### src/design/assert_macros.svh
// assertion helpers for the tokenizer
`ifndef ASSERT_MACROS_SVH
`define ASSERT_MACROS_SVH

// same-cycle implication, held off while reset is low
`define RFT_ASSERT_IMP(label, clk, rst_n, ante, cons) \
  label: assert property (@(posedge clk) disable iff (!rst_n) (ante) |-> (cons)) \
    else $error("tokenizer check failed");

// next-cycle implication, held off while reset is low
`define RFT_ASSERT_NEXT(label, clk, rst_n, ante, cons) \
  label: assert property (@(posedge clk) disable iff (!rst_n) (ante) |=> (cons)) \
    else $error("tokenizer check failed");

`endif

### src/design/rft_pkg.sv
package rft_pkg;

  // characters that steer the tokenizer
  localparam logic [7:0] CH_NUL    = 8'h00;
  localparam logic [7:0] CH_CR     = 8'h0D;
  localparam logic [7:0] CH_QUOTE  = 8'h22;
  localparam logic [7:0] CH_LPAREN = 8'h28;
  localparam logic [7:0] CH_RPAREN = 8'h29;
  localparam logic [7:0] CH_COMMA  = 8'h2C;
  localparam logic [7:0] CH_MINUS  = 8'h2D;
  localparam logic [7:0] CH_ZERO   = 8'h30;
  localparam logic [7:0] CH_NINE   = 8'h39;

  // configuration register indexes
  localparam logic [1:0] CFG_BUFFER_PRESENT = 2'd0;
  localparam logic [1:0] CFG_PRESET_TEXT    = 2'd1;
  localparam logic [1:0] CFG_BUFFER_SPACE   = 2'd2;

  typedef enum logic [2:0] {
    ST_CONTINUE = 3'd0,
    ST_COMMA    = 3'd1,
    ST_PAREN    = 3'd2,
    ST_CR       = 3'd3,
    ST_ERROR    = 3'd4
  } status_t;

  typedef enum logic [1:0] {
    KIND_NONE = 2'd0,
    KIND_INT  = 2'd1,
    KIND_TEXT = 2'd2
  } kind_t;

  typedef struct packed {
    logic       buffer_present;
    logic       preset_text;
    logic [7:0] buffer_space;
  } cfg_t;

  typedef struct packed {
    logic               store_valid;
    logic [7:0]         store_byte;
    logic [7:0]         store_index;
    status_t            status;
    kind_t              kind;
    logic signed [31:0] value;
  } result_t;

endpackage

### src/design/rft_cfg_regs.sv
module rft_cfg_regs (
  input  logic              clk,
  input  logic              rst_n,
  input  logic              cfg_we,
  input  logic [1:0]        cfg_index,
  input  logic [7:0]        cfg_wdata,
  output rft_pkg::cfg_t     cfg
);

  rft_pkg::cfg_t cfg_r;

  // register write decode, unknown indexes dropped
  always_ff @(posedge clk) begin
    if (!rst_n) begin
      cfg_r <= '0;
    end else if (cfg_we) begin
      unique case (cfg_index)
        rft_pkg::CFG_BUFFER_PRESENT: cfg_r.buffer_present <= cfg_wdata[0];
        rft_pkg::CFG_PRESET_TEXT:    cfg_r.preset_text    <= cfg_wdata[0];
        rft_pkg::CFG_BUFFER_SPACE:   cfg_r.buffer_space   <= cfg_wdata;
        default: ;
      endcase
    end
  end

  assign cfg = cfg_r;

endmodule

### src/design/rft_core.sv
module rft_core (
  input  logic              clk,
  input  logic              rst_n,
  input  logic              step_en,
  input  logic [7:0]        char_in,
  input  rft_pkg::cfg_t     cfg,
  output rft_pkg::result_t  res
);

  logic               in_quotes_r, in_quotes_nxt;
  logic               in_parens_r, in_parens_nxt;
  logic               started_r, started_nxt;
  logic               raw_mode_r, raw_mode_nxt;
  logic [7:0]         space_r, space_nxt;
  logic [7:0]         wpos_r, wpos_nxt;
  logic               digits_r, digits_nxt;
  logic               neg_r, neg_nxt;
  logic [31:0]        acc_r, acc_nxt;
  rft_pkg::kind_t     kind_r, kind_nxt;

  logic               is_digit;
  logic [31:0]        digit_ext;
  logic [31:0]        acc_x10;
  logic [31:0]        acc_mac;
  logic               clear_f;
  logic               unquoted;

  // accumulator holds the signed value, so a minus sign subtracts each digit
  assign is_digit  = (char_in >= rft_pkg::CH_ZERO) && (char_in <= rft_pkg::CH_NINE);
  assign digit_ext = {28'd0, char_in[3:0]};
  assign acc_x10   = {acc_r[28:0], 3'b000} + {acc_r[30:0], 1'b0};
  assign acc_mac   = neg_r ? (acc_x10 - digit_ext) : (acc_x10 + digit_ext);
  assign unquoted  = !in_quotes_r;

  // per-character decision
  always_comb begin
    in_quotes_nxt = in_quotes_r;
    in_parens_nxt = in_parens_r;
    started_nxt   = started_r;
    raw_mode_nxt  = raw_mode_r;
    space_nxt     = space_r;
    wpos_nxt      = wpos_r;
    digits_nxt    = digits_r;
    neg_nxt       = neg_r;
    acc_nxt       = acc_r;
    kind_nxt      = kind_r;
    clear_f       = 1'b0;
    res           = '0;
    res.status    = rft_pkg::ST_CONTINUE;

    // running integer, frozen by the first non-digit
    if (digits_r) begin
      if (is_digit) begin
        acc_nxt = acc_mac;
      end else begin
        digits_nxt = 1'b0;
      end
    end

    priority if (char_in == rft_pkg::CH_NUL) begin
      res.status = rft_pkg::ST_ERROR;
      clear_f    = 1'b1;
    end else if (char_in == rft_pkg::CH_CR) begin
      if (raw_mode_r) begin
        if (space_r != 8'd0) begin
          res.store_valid = 1'b1;
          res.store_index = wpos_r;
        end
        res.status = rft_pkg::ST_CR;
        clear_f    = 1'b1;
      end else if (unquoted) begin
        res.status = rft_pkg::ST_ERROR;
        clear_f    = 1'b1;
      end
    end else if ((char_in == rft_pkg::CH_COMMA || char_in == rft_pkg::CH_RPAREN)
                 && unquoted && !in_parens_r) begin
      // field end, terminator for a live raw capture
      if (raw_mode_r && space_r != 8'd0) begin
        res.store_valid = 1'b1;
        res.store_index = wpos_r;
      end
      res.status = (char_in == rft_pkg::CH_COMMA) ? rft_pkg::ST_COMMA : rft_pkg::ST_PAREN;
      clear_f    = 1'b1;
    end else if (char_in == rft_pkg::CH_QUOTE) begin
      if (in_quotes_r) begin
        if (started_r && space_r != 8'd0) begin
          res.store_valid = 1'b1;
          res.store_index = wpos_r;
        end
        space_nxt     = 8'd0;
        in_quotes_nxt = 1'b0;
        started_nxt   = 1'b0;
      end else begin
        in_quotes_nxt = 1'b1;
      end
    end else begin
      // first character of a field picks its kind
      if (!started_r) begin
        started_nxt = 1'b1;
        digits_nxt  = 1'b0;
        if (in_quotes_r) begin
          kind_nxt  = rft_pkg::KIND_TEXT;
          space_nxt = cfg.buffer_present ? cfg.buffer_space : 8'd0;
          wpos_nxt  = 8'd0;
        end else if (cfg.buffer_present && cfg.preset_text) begin
          raw_mode_nxt = 1'b1;
          kind_nxt     = rft_pkg::KIND_TEXT;
          space_nxt    = cfg.buffer_space;
          wpos_nxt     = 8'd0;
        end else if (is_digit || char_in == rft_pkg::CH_MINUS) begin
          kind_nxt   = rft_pkg::KIND_INT;
          digits_nxt = 1'b1;
          neg_nxt    = (char_in == rft_pkg::CH_MINUS);
          acc_nxt    = is_digit ? digit_ext : 32'd0;
        end else if (cfg.buffer_present) begin
          raw_mode_nxt = 1'b1;
          kind_nxt     = rft_pkg::KIND_TEXT;
          space_nxt    = cfg.buffer_space;
          wpos_nxt     = 8'd0;
        end
      end

      // one level of parentheses
      if (char_in == rft_pkg::CH_LPAREN && unquoted && !in_parens_r) begin
        in_parens_nxt = 1'b1;
      end else if (char_in == rft_pkg::CH_RPAREN && unquoted && in_parens_r) begin
        in_parens_nxt = 1'b0;
      end

      // capture the byte while space remains
      if ((in_quotes_r || raw_mode_nxt) && space_nxt != 8'd0) begin
        res.store_valid = 1'b1;
        res.store_byte  = char_in;
        res.store_index = wpos_nxt;
        wpos_nxt        = wpos_nxt + 8'd1;
        space_nxt       = space_nxt - 8'd1;
      end
    end

    // report uses the field as it stands before any clear
    res.kind  = kind_nxt;
    res.value = (kind_nxt == rft_pkg::KIND_INT) ? acc_nxt : 32'sd0;

    if (clear_f) begin
      in_quotes_nxt = 1'b0;
      in_parens_nxt = 1'b0;
      started_nxt   = 1'b0;
      raw_mode_nxt  = 1'b0;
      space_nxt     = 8'd0;
      wpos_nxt      = 8'd0;
      digits_nxt    = 1'b0;
      neg_nxt       = 1'b0;
      acc_nxt       = 32'd0;
      kind_nxt      = rft_pkg::KIND_NONE;
    end
  end

  // field state
  always_ff @(posedge clk) begin
    if (!rst_n) begin
      in_quotes_r <= 1'b0;
      in_parens_r <= 1'b0;
      started_r   <= 1'b0;
      raw_mode_r  <= 1'b0;
      space_r     <= 8'd0;
      wpos_r      <= 8'd0;
      digits_r    <= 1'b0;
      neg_r       <= 1'b0;
      acc_r       <= 32'd0;
      kind_r      <= rft_pkg::KIND_NONE;
    end else if (step_en) begin
      in_quotes_r <= in_quotes_nxt;
      in_parens_r <= in_parens_nxt;
      started_r   <= started_nxt;
      raw_mode_r  <= raw_mode_nxt;
      space_r     <= space_nxt;
      wpos_r      <= wpos_nxt;
      digits_r    <= digits_nxt;
      neg_r       <= neg_nxt;
      acc_r       <= acc_nxt;
      kind_r      <= kind_nxt;
    end
  end

endmodule

### src/design/response_field_tokenizer_top.sv
// channel   | direction | handshake            | payload
// input     | in        | in_valid / in_stall  | in_char_in
// result    | out       | out_valid / out_stall| out_store_*, out_field_*, out_number_value
// config    | in        | cfg_we               | cfg_index, cfg_wdata
//
// one item per cycle sustained while out_stall is low; an item is taken into the
// input register, goes through the character decode and field state update, and is
// offered from the result register. rst_n is synchronous and clears the field state,
// configuration and both valid flags. out_stall holds the result register and, once
// the input register is also full, raises in_stall in the same cycle.
`include "assert_macros.svh"

module response_field_tokenizer_top (
  input  logic               clk,
  input  logic               rst_n,
  input  logic               in_valid,
  output logic               in_stall,
  input  logic [7:0]         in_char_in,
  output logic               out_valid,
  input  logic               out_stall,
  output logic               out_store_valid,
  output logic [7:0]         out_store_byte,
  output logic [7:0]         out_store_index,
  output logic [2:0]         out_field_status,
  output logic [1:0]         out_field_kind,
  output logic signed [31:0] out_number_value,
  input  logic               cfg_we,
  input  logic [1:0]         cfg_index,
  input  logic [7:0]         cfg_wdata
);

  rft_pkg::cfg_t     cfg;
  rft_pkg::result_t  step_res;
  rft_pkg::result_t  res_r;

  logic       pipe_valid_r;
  logic [7:0] pipe_char_r;
  logic       out_valid_r;
  logic       out_ready;
  logic       advance;
  logic       in_take;

  // handshake between the two registers
  assign out_ready = !out_valid_r || !out_stall;
  assign advance   = pipe_valid_r && out_ready;
  assign in_stall  = pipe_valid_r && !out_ready;
  assign in_take   = in_valid && !in_stall;

  rft_cfg_regs u_cfg (
    .clk       (clk),
    .rst_n     (rst_n),
    .cfg_we    (cfg_we),
    .cfg_index (cfg_index),
    .cfg_wdata (cfg_wdata),
    .cfg       (cfg)
  );

  rft_core u_core (
    .clk     (clk),
    .rst_n   (rst_n),
    .step_en (advance),
    .char_in (pipe_char_r),
    .cfg     (cfg),
    .res     (step_res)
  );

  // input register
  always_ff @(posedge clk) begin
    if (!rst_n) begin
      pipe_valid_r <= 1'b0;
    end else if (in_take) begin
      pipe_valid_r <= 1'b1;
    end else if (advance) begin
      pipe_valid_r <= 1'b0;
    end
  end

  always_ff @(posedge clk) begin
    if (in_take) begin
      pipe_char_r <= in_char_in;
    end
  end

  // result register
  always_ff @(posedge clk) begin
    if (!rst_n) begin
      out_valid_r <= 1'b0;
    end else if (out_ready) begin
      out_valid_r <= advance;
    end
  end

  always_ff @(posedge clk) begin
    if (advance) begin
      res_r <= step_res;
    end
  end

  assign out_valid        = out_valid_r;
  assign out_store_valid  = res_r.store_valid;
  assign out_store_byte   = res_r.store_byte;
  assign out_store_index  = res_r.store_index;
  assign out_field_status = res_r.status;
  assign out_field_kind   = res_r.kind;
  assign out_number_value = res_r.value;

  // a write only ever comes from a text capture
  `RFT_ASSERT_IMP(a_store_is_text, clk, rst_n, out_valid && out_store_valid, out_field_kind == rft_pkg::KIND_TEXT)
  // a number only shows for an integer field
  `RFT_ASSERT_IMP(a_value_is_int, clk, rst_n, out_valid && out_number_value != 32'sd0, out_field_kind == rft_pkg::KIND_INT)
  // an error never writes to the buffer
  `RFT_ASSERT_IMP(a_error_no_store, clk, rst_n, out_valid && out_field_status == rft_pkg::ST_ERROR, !out_store_valid)
  // an accepted item lands in the input register
  `RFT_ASSERT_NEXT(a_item_loaded, clk, rst_n, in_valid && !in_stall, pipe_valid_r)

endmodule

### config.mk
export PLATFORM = sky130hd
export DESIGN_NAME = response_field_tokenizer_top
export DESIGN_NICKNAME = d
export VERILOG_FILES = /design/src/design/rft_pkg.sv /design/src/design/rft_cfg_regs.sv /design/src/design/rft_core.sv /design/src/design/response_field_tokenizer_top.sv
export VERILOG_INCLUDE_DIRS = /design/src /design/src/design
export SDC_FILE = /design/constraint.sdc
export NUM_CORES = 1
export LEC_CHECK = 0
export ABC_AREA = 1
export BUFFER_PORTS_ARGS = -buffer_cell sky130_fd_sc_hd__buf_2
export CAP_MARGIN = 20
export CORE_UTILIZATION = 65
export DETAILED_ROUTE_END_ITERATION = 7
export PLACE_DENSITY = 0.91
export SYNTH_ARGS = -nofsm -noshare
export SYNTH_HDL_FRONTEND = slang
export SYNTH_SLANG_ARGS = --single-unit
### constraint.sdc
create_clock -name clk -period 10.35 [get_ports clk]
set_clock_uncertainty 0.05 [all_clocks]
set_input_delay 2.07 -clock clk [delete_from_list [all_inputs] [get_ports clk]]
set_output_delay 2.07 -clock clk [all_outputs]
set_load 0.05 [all_outputs]
==> reports/summary.json <==
{
  "worst-setup-path-type": "in -> out",
  "synth-edff-count": 62,
  "grt_use_total_pct": 36.6,
  "synth.yosys.warnings": 0,
  "power_per_cell_area_nw_per_um2": 111,
  "critPathLaunchType": "primary input",
  "number_of_global_route_vias_before_repair": 9928,
  "gpl.final_weighted_congestion": 0.976,
  "final_hold_viol_count": 0,
  "postCtsHoldBufs": 0,
  "io_buf_count": 78,
  "syn-mean-instance-area_um2": 6.50,
  "critPathRequiredTime_ps": 8230,
  "finalWorstPathRequiredPeriod_ps": 4770,
  "maxCapViolations": 0,
  "synth.distinct_cells": 53,
  "detailedRoute.firstIterationViolations": 1267,
  "most_common_cell_in_the_netlist": "sky130_fd_sc_hd__nand2_1",
  "post-synth-top-area-fraction_pct": 18.1,
  "synth.area.top_cells": "sky130_fd_sc_hd__edfxtp_1 (18%), sky130_fd_sc_hd__nand2_1 (18%), sky130_fd_sc_hd__dfxtp_1 (13%)",
  "synthesis.area_um2": 10300,
  "min_path_type": "reg -> reg",
  "crit_chain": "buf_2 > nand2_1 > nor2_1 > buf_2",
  "proportion_of_layout_cells_with_a_drive_suffix_above_1_pct": 14.9,
  "path_common_cell": "sky130_fd_sc_hd__buf_2",
  "area.growth.synth_to_final_pct": 11.2,
  "ctsHtreeMaxLevel": 4,
  "routed-via-count": 11000,
  "die_area_um2": 16400,
  "cpLargestDelayFamily": "buffers and inverters",
  "outcome": "complete, no violations",
  "insertion_delay_ps": 430,
  "pin_count_of_the_biggest_net_entering_global_routing": 60,
  "max-clock-path-buffers": 2,
  "syn-num-nets": 1650,
  "vdd_ir_drop_max_v": 0.000113,
  "synth_cells": 1586,
  "rows": 45,
  "synth_largest_area_cell": "sky130_fd_sc_hd__edfxtp_1",
  "clockRootBuffer": "sky130_fd_sc_hd__clkbuf_16",
  "globalRoute.totalOverflow": 0,
  "numClockSinks": 130,
  "effective_utilization_at_floorplan_pct": 67.3,
  "worst_path_largest_cell_delay_ps": 290,
  "drt-pass1-iter-count": 6,
  "post_cts.repair.setup_buffers": 0,
  "synth-seq-cells": 130,
  "final_cells": 1875,
  "fp.dieW_um": 128,
  "postRouteWirelength_mm": 28.9,
  "slew_at_the_pin_closest_to_its_max_slew_limit_ps": 1100,
  "worstSetupEndpointType": "primary output",
  "cp_slowest_cell": "sky130_fd_sc_hd__buf_2",
  "core_area_um2": 15300,
  "detailedPlacementHpwl_mm": 20.8,
  "grt_antenna_before_repair": 0,
  "cts-resized-gates": 0,
  "ys_seq_area_share_pct": 31.3,
  "total_leakage_power_nw": 5.48,
  "grt_pass1_wl_mm": 47.5,
  "detail_route.wl_per_cell_um": 15.4,
  "achievable-frequency_ghz": 0.210,
  "timing.final.setup_violations": 0,
  "die_h_um": 128,
  "sum_of_negative_setup_slack_ps": 0,
  "final-max-slew-violation-count": 0,
  "worst-path-max-fanout": 3,
  "synth.cells.most_frequent": "sky130_fd_sc_hd__nand2_1 (483), sky130_fd_sc_hd__inv_1 (204), sky130_fd_sc_hd__nor2_1 (150)",
  "final_antenna_diode_count": 0,
  "tritoncts.num_buffers": 17,
  "clock_tree_from_tritoncts": "yes",
  "nets": 1715,
  "viasPerCell": 5.85,
  "clkSlewWorstSetupHoldPaths_ps": 50,
  "postSynth.asyncResetShare_pct": 0,
  "period_utilization_post_route_pct": 46.1,
  "dp_cells": 1841,
  "cp.arrival_ps": 2650,
  "remaining_drc_errors": 0,
  "path_buf_inv": 2,
  "postSynth.topFlopCell": "sky130_fd_sc_hd__dfxtp_1",
  "rsz0062_at_grt": "false",
  "top_level_ports": 79,
  "number_of_nets_with_antenna_violations_after_routing": 0,
  "slew_headroom_pct": 25.7
}
power by group:
part,total (mW),switching [mW],leakage (nW),internal [mW]
combinational,0.112,0.0881,4.06,0.0238
clock,0.597,0.234,0.284,0.363
sequential,0.563,0.00987,1.14,0.553
path summary, 6_finish.rpt:
kind / from / end / slack [ps] / cells after the start
max: out_stall / in_stall / 5580 / 4
min: u_core.kind_r[1] / u_core.kind_r[1] / 410 / 2
max reg2reg: pipe_char_r[7] / out_number_value[14] / 6430 / 10
min reg2reg: u_core.kind_r[1] / u_core.kind_r[1] / 410 / 2
tightest hold or removal path, stage by stage, from the launching register on:
cell and delay (ps):
sky130_fd_sc_hd__dfxtp_1 300, sky130_fd_sc_hd__nand2_1 60, sky130_fd_sc_hd__a21oi_1 60
layout make-up:
cell class | instances | area (um^2)
sequential | 130 | 3220
tap | 211 | 264
fill | 1178 | 3850
clock inverter | 9 | 66.3
clock buffer | 23 | 532
inverter | 228 | 856
timing repair buffer | 86 | 470
multi-input combinational | 1188 | 6050
flip-flops by register name, indices dropped and copies added (netlist names), 3 cells and up:
name / count
out_field_status: 3
out_store_byte: 8
out_number_value: 32
u_core.space_r: 8
u_core.wpos_r: 8
out_store_index: 8
u_core.acc_r: 32
u_cfg.cfg: 10
pipe_char_r: 8
layer usage:
layer	vias up	wire, um	track usage (%)
met2	668	13300	60.1
met4	0	1350	18.5
met5	-	0	0
met1	4919	11500	46.2
met3	117	2800	6.55
li1	5269	-	-
metrics by stage:
step	hold slack [ps]	area (um^2)	power (mW)	util (%)	setup slack [ps]
after floorplan	392	10300	0.652	-	4030
after global placement	400	10800	0.677	70.7	5630
after detailed placement	405	10800	0.680	70.7	5620
after CTS	421	11400	1.27	74.6	5580
after global routing	447	11500	1.30	74.9	5550
final	415	11500	1.27	74.9	5580
cell usage in the layout, fill, tap and decap left out, types with 9 or more instances in the layout:
| cell type | instances |
|---|---|
| sky130_fd_sc_hd__nand4_1 | 34 |
| sky130_fd_sc_hd__xor2_1 | 17 |
| sky130_fd_sc_hd__buf_2 | 78 |
| sky130_fd_sc_hd__ha_1 | 38 |
| sky130_fd_sc_hd__dfxtp_1 | 68 |
| sky130_fd_sc_hd__nand2_1 | 483 |
| sky130_fd_sc_hd__nand2_2 | 36 |
| sky130_fd_sc_hd__nor2_1 | 149 |
| sky130_fd_sc_hd__inv_1 | 204 |
| sky130_fd_sc_hd__o21ai_0 | 59 |
| sky130_fd_sc_hd__o21ai_1 | 9 |
| sky130_fd_sc_hd__o211ai_1 | 12 |
| sky130_fd_sc_hd__nor3_1 | 13 |
| sky130_fd_sc_hd__nor2_4 | 11 |
| sky130_fd_sc_hd__nand3_1 | 134 |
| sky130_fd_sc_hd__a21oi_1 | 88 |
| sky130_fd_sc_hd__clkbuf_16 | 20 |
| sky130_fd_sc_hd__nand3_2 | 12 |
| sky130_fd_sc_hd__nor2_2 | 19 |
| sky130_fd_sc_hd__edfxtp_1 | 62 |
| sky130_fd_sc_hd__inv_2 | 22 |
cells by family (layout without fill, tap and decap cells):
logic type / after synthesis / count (layout) / synth area share [%]
xor gates and xnor gates: 23 / 23 / 1.95
and+or+nand+nor: 927 / 927 / 40.6
DFF: 130 / 130 / 31.3
adders and majority gates: 41 / 41 / 5.20
buffers and inverters: 268 / 346 / 10.1
AOI/OAI and AO/OA: 197 / 197 / 10.9
Power figures use the tool's default switching activity.
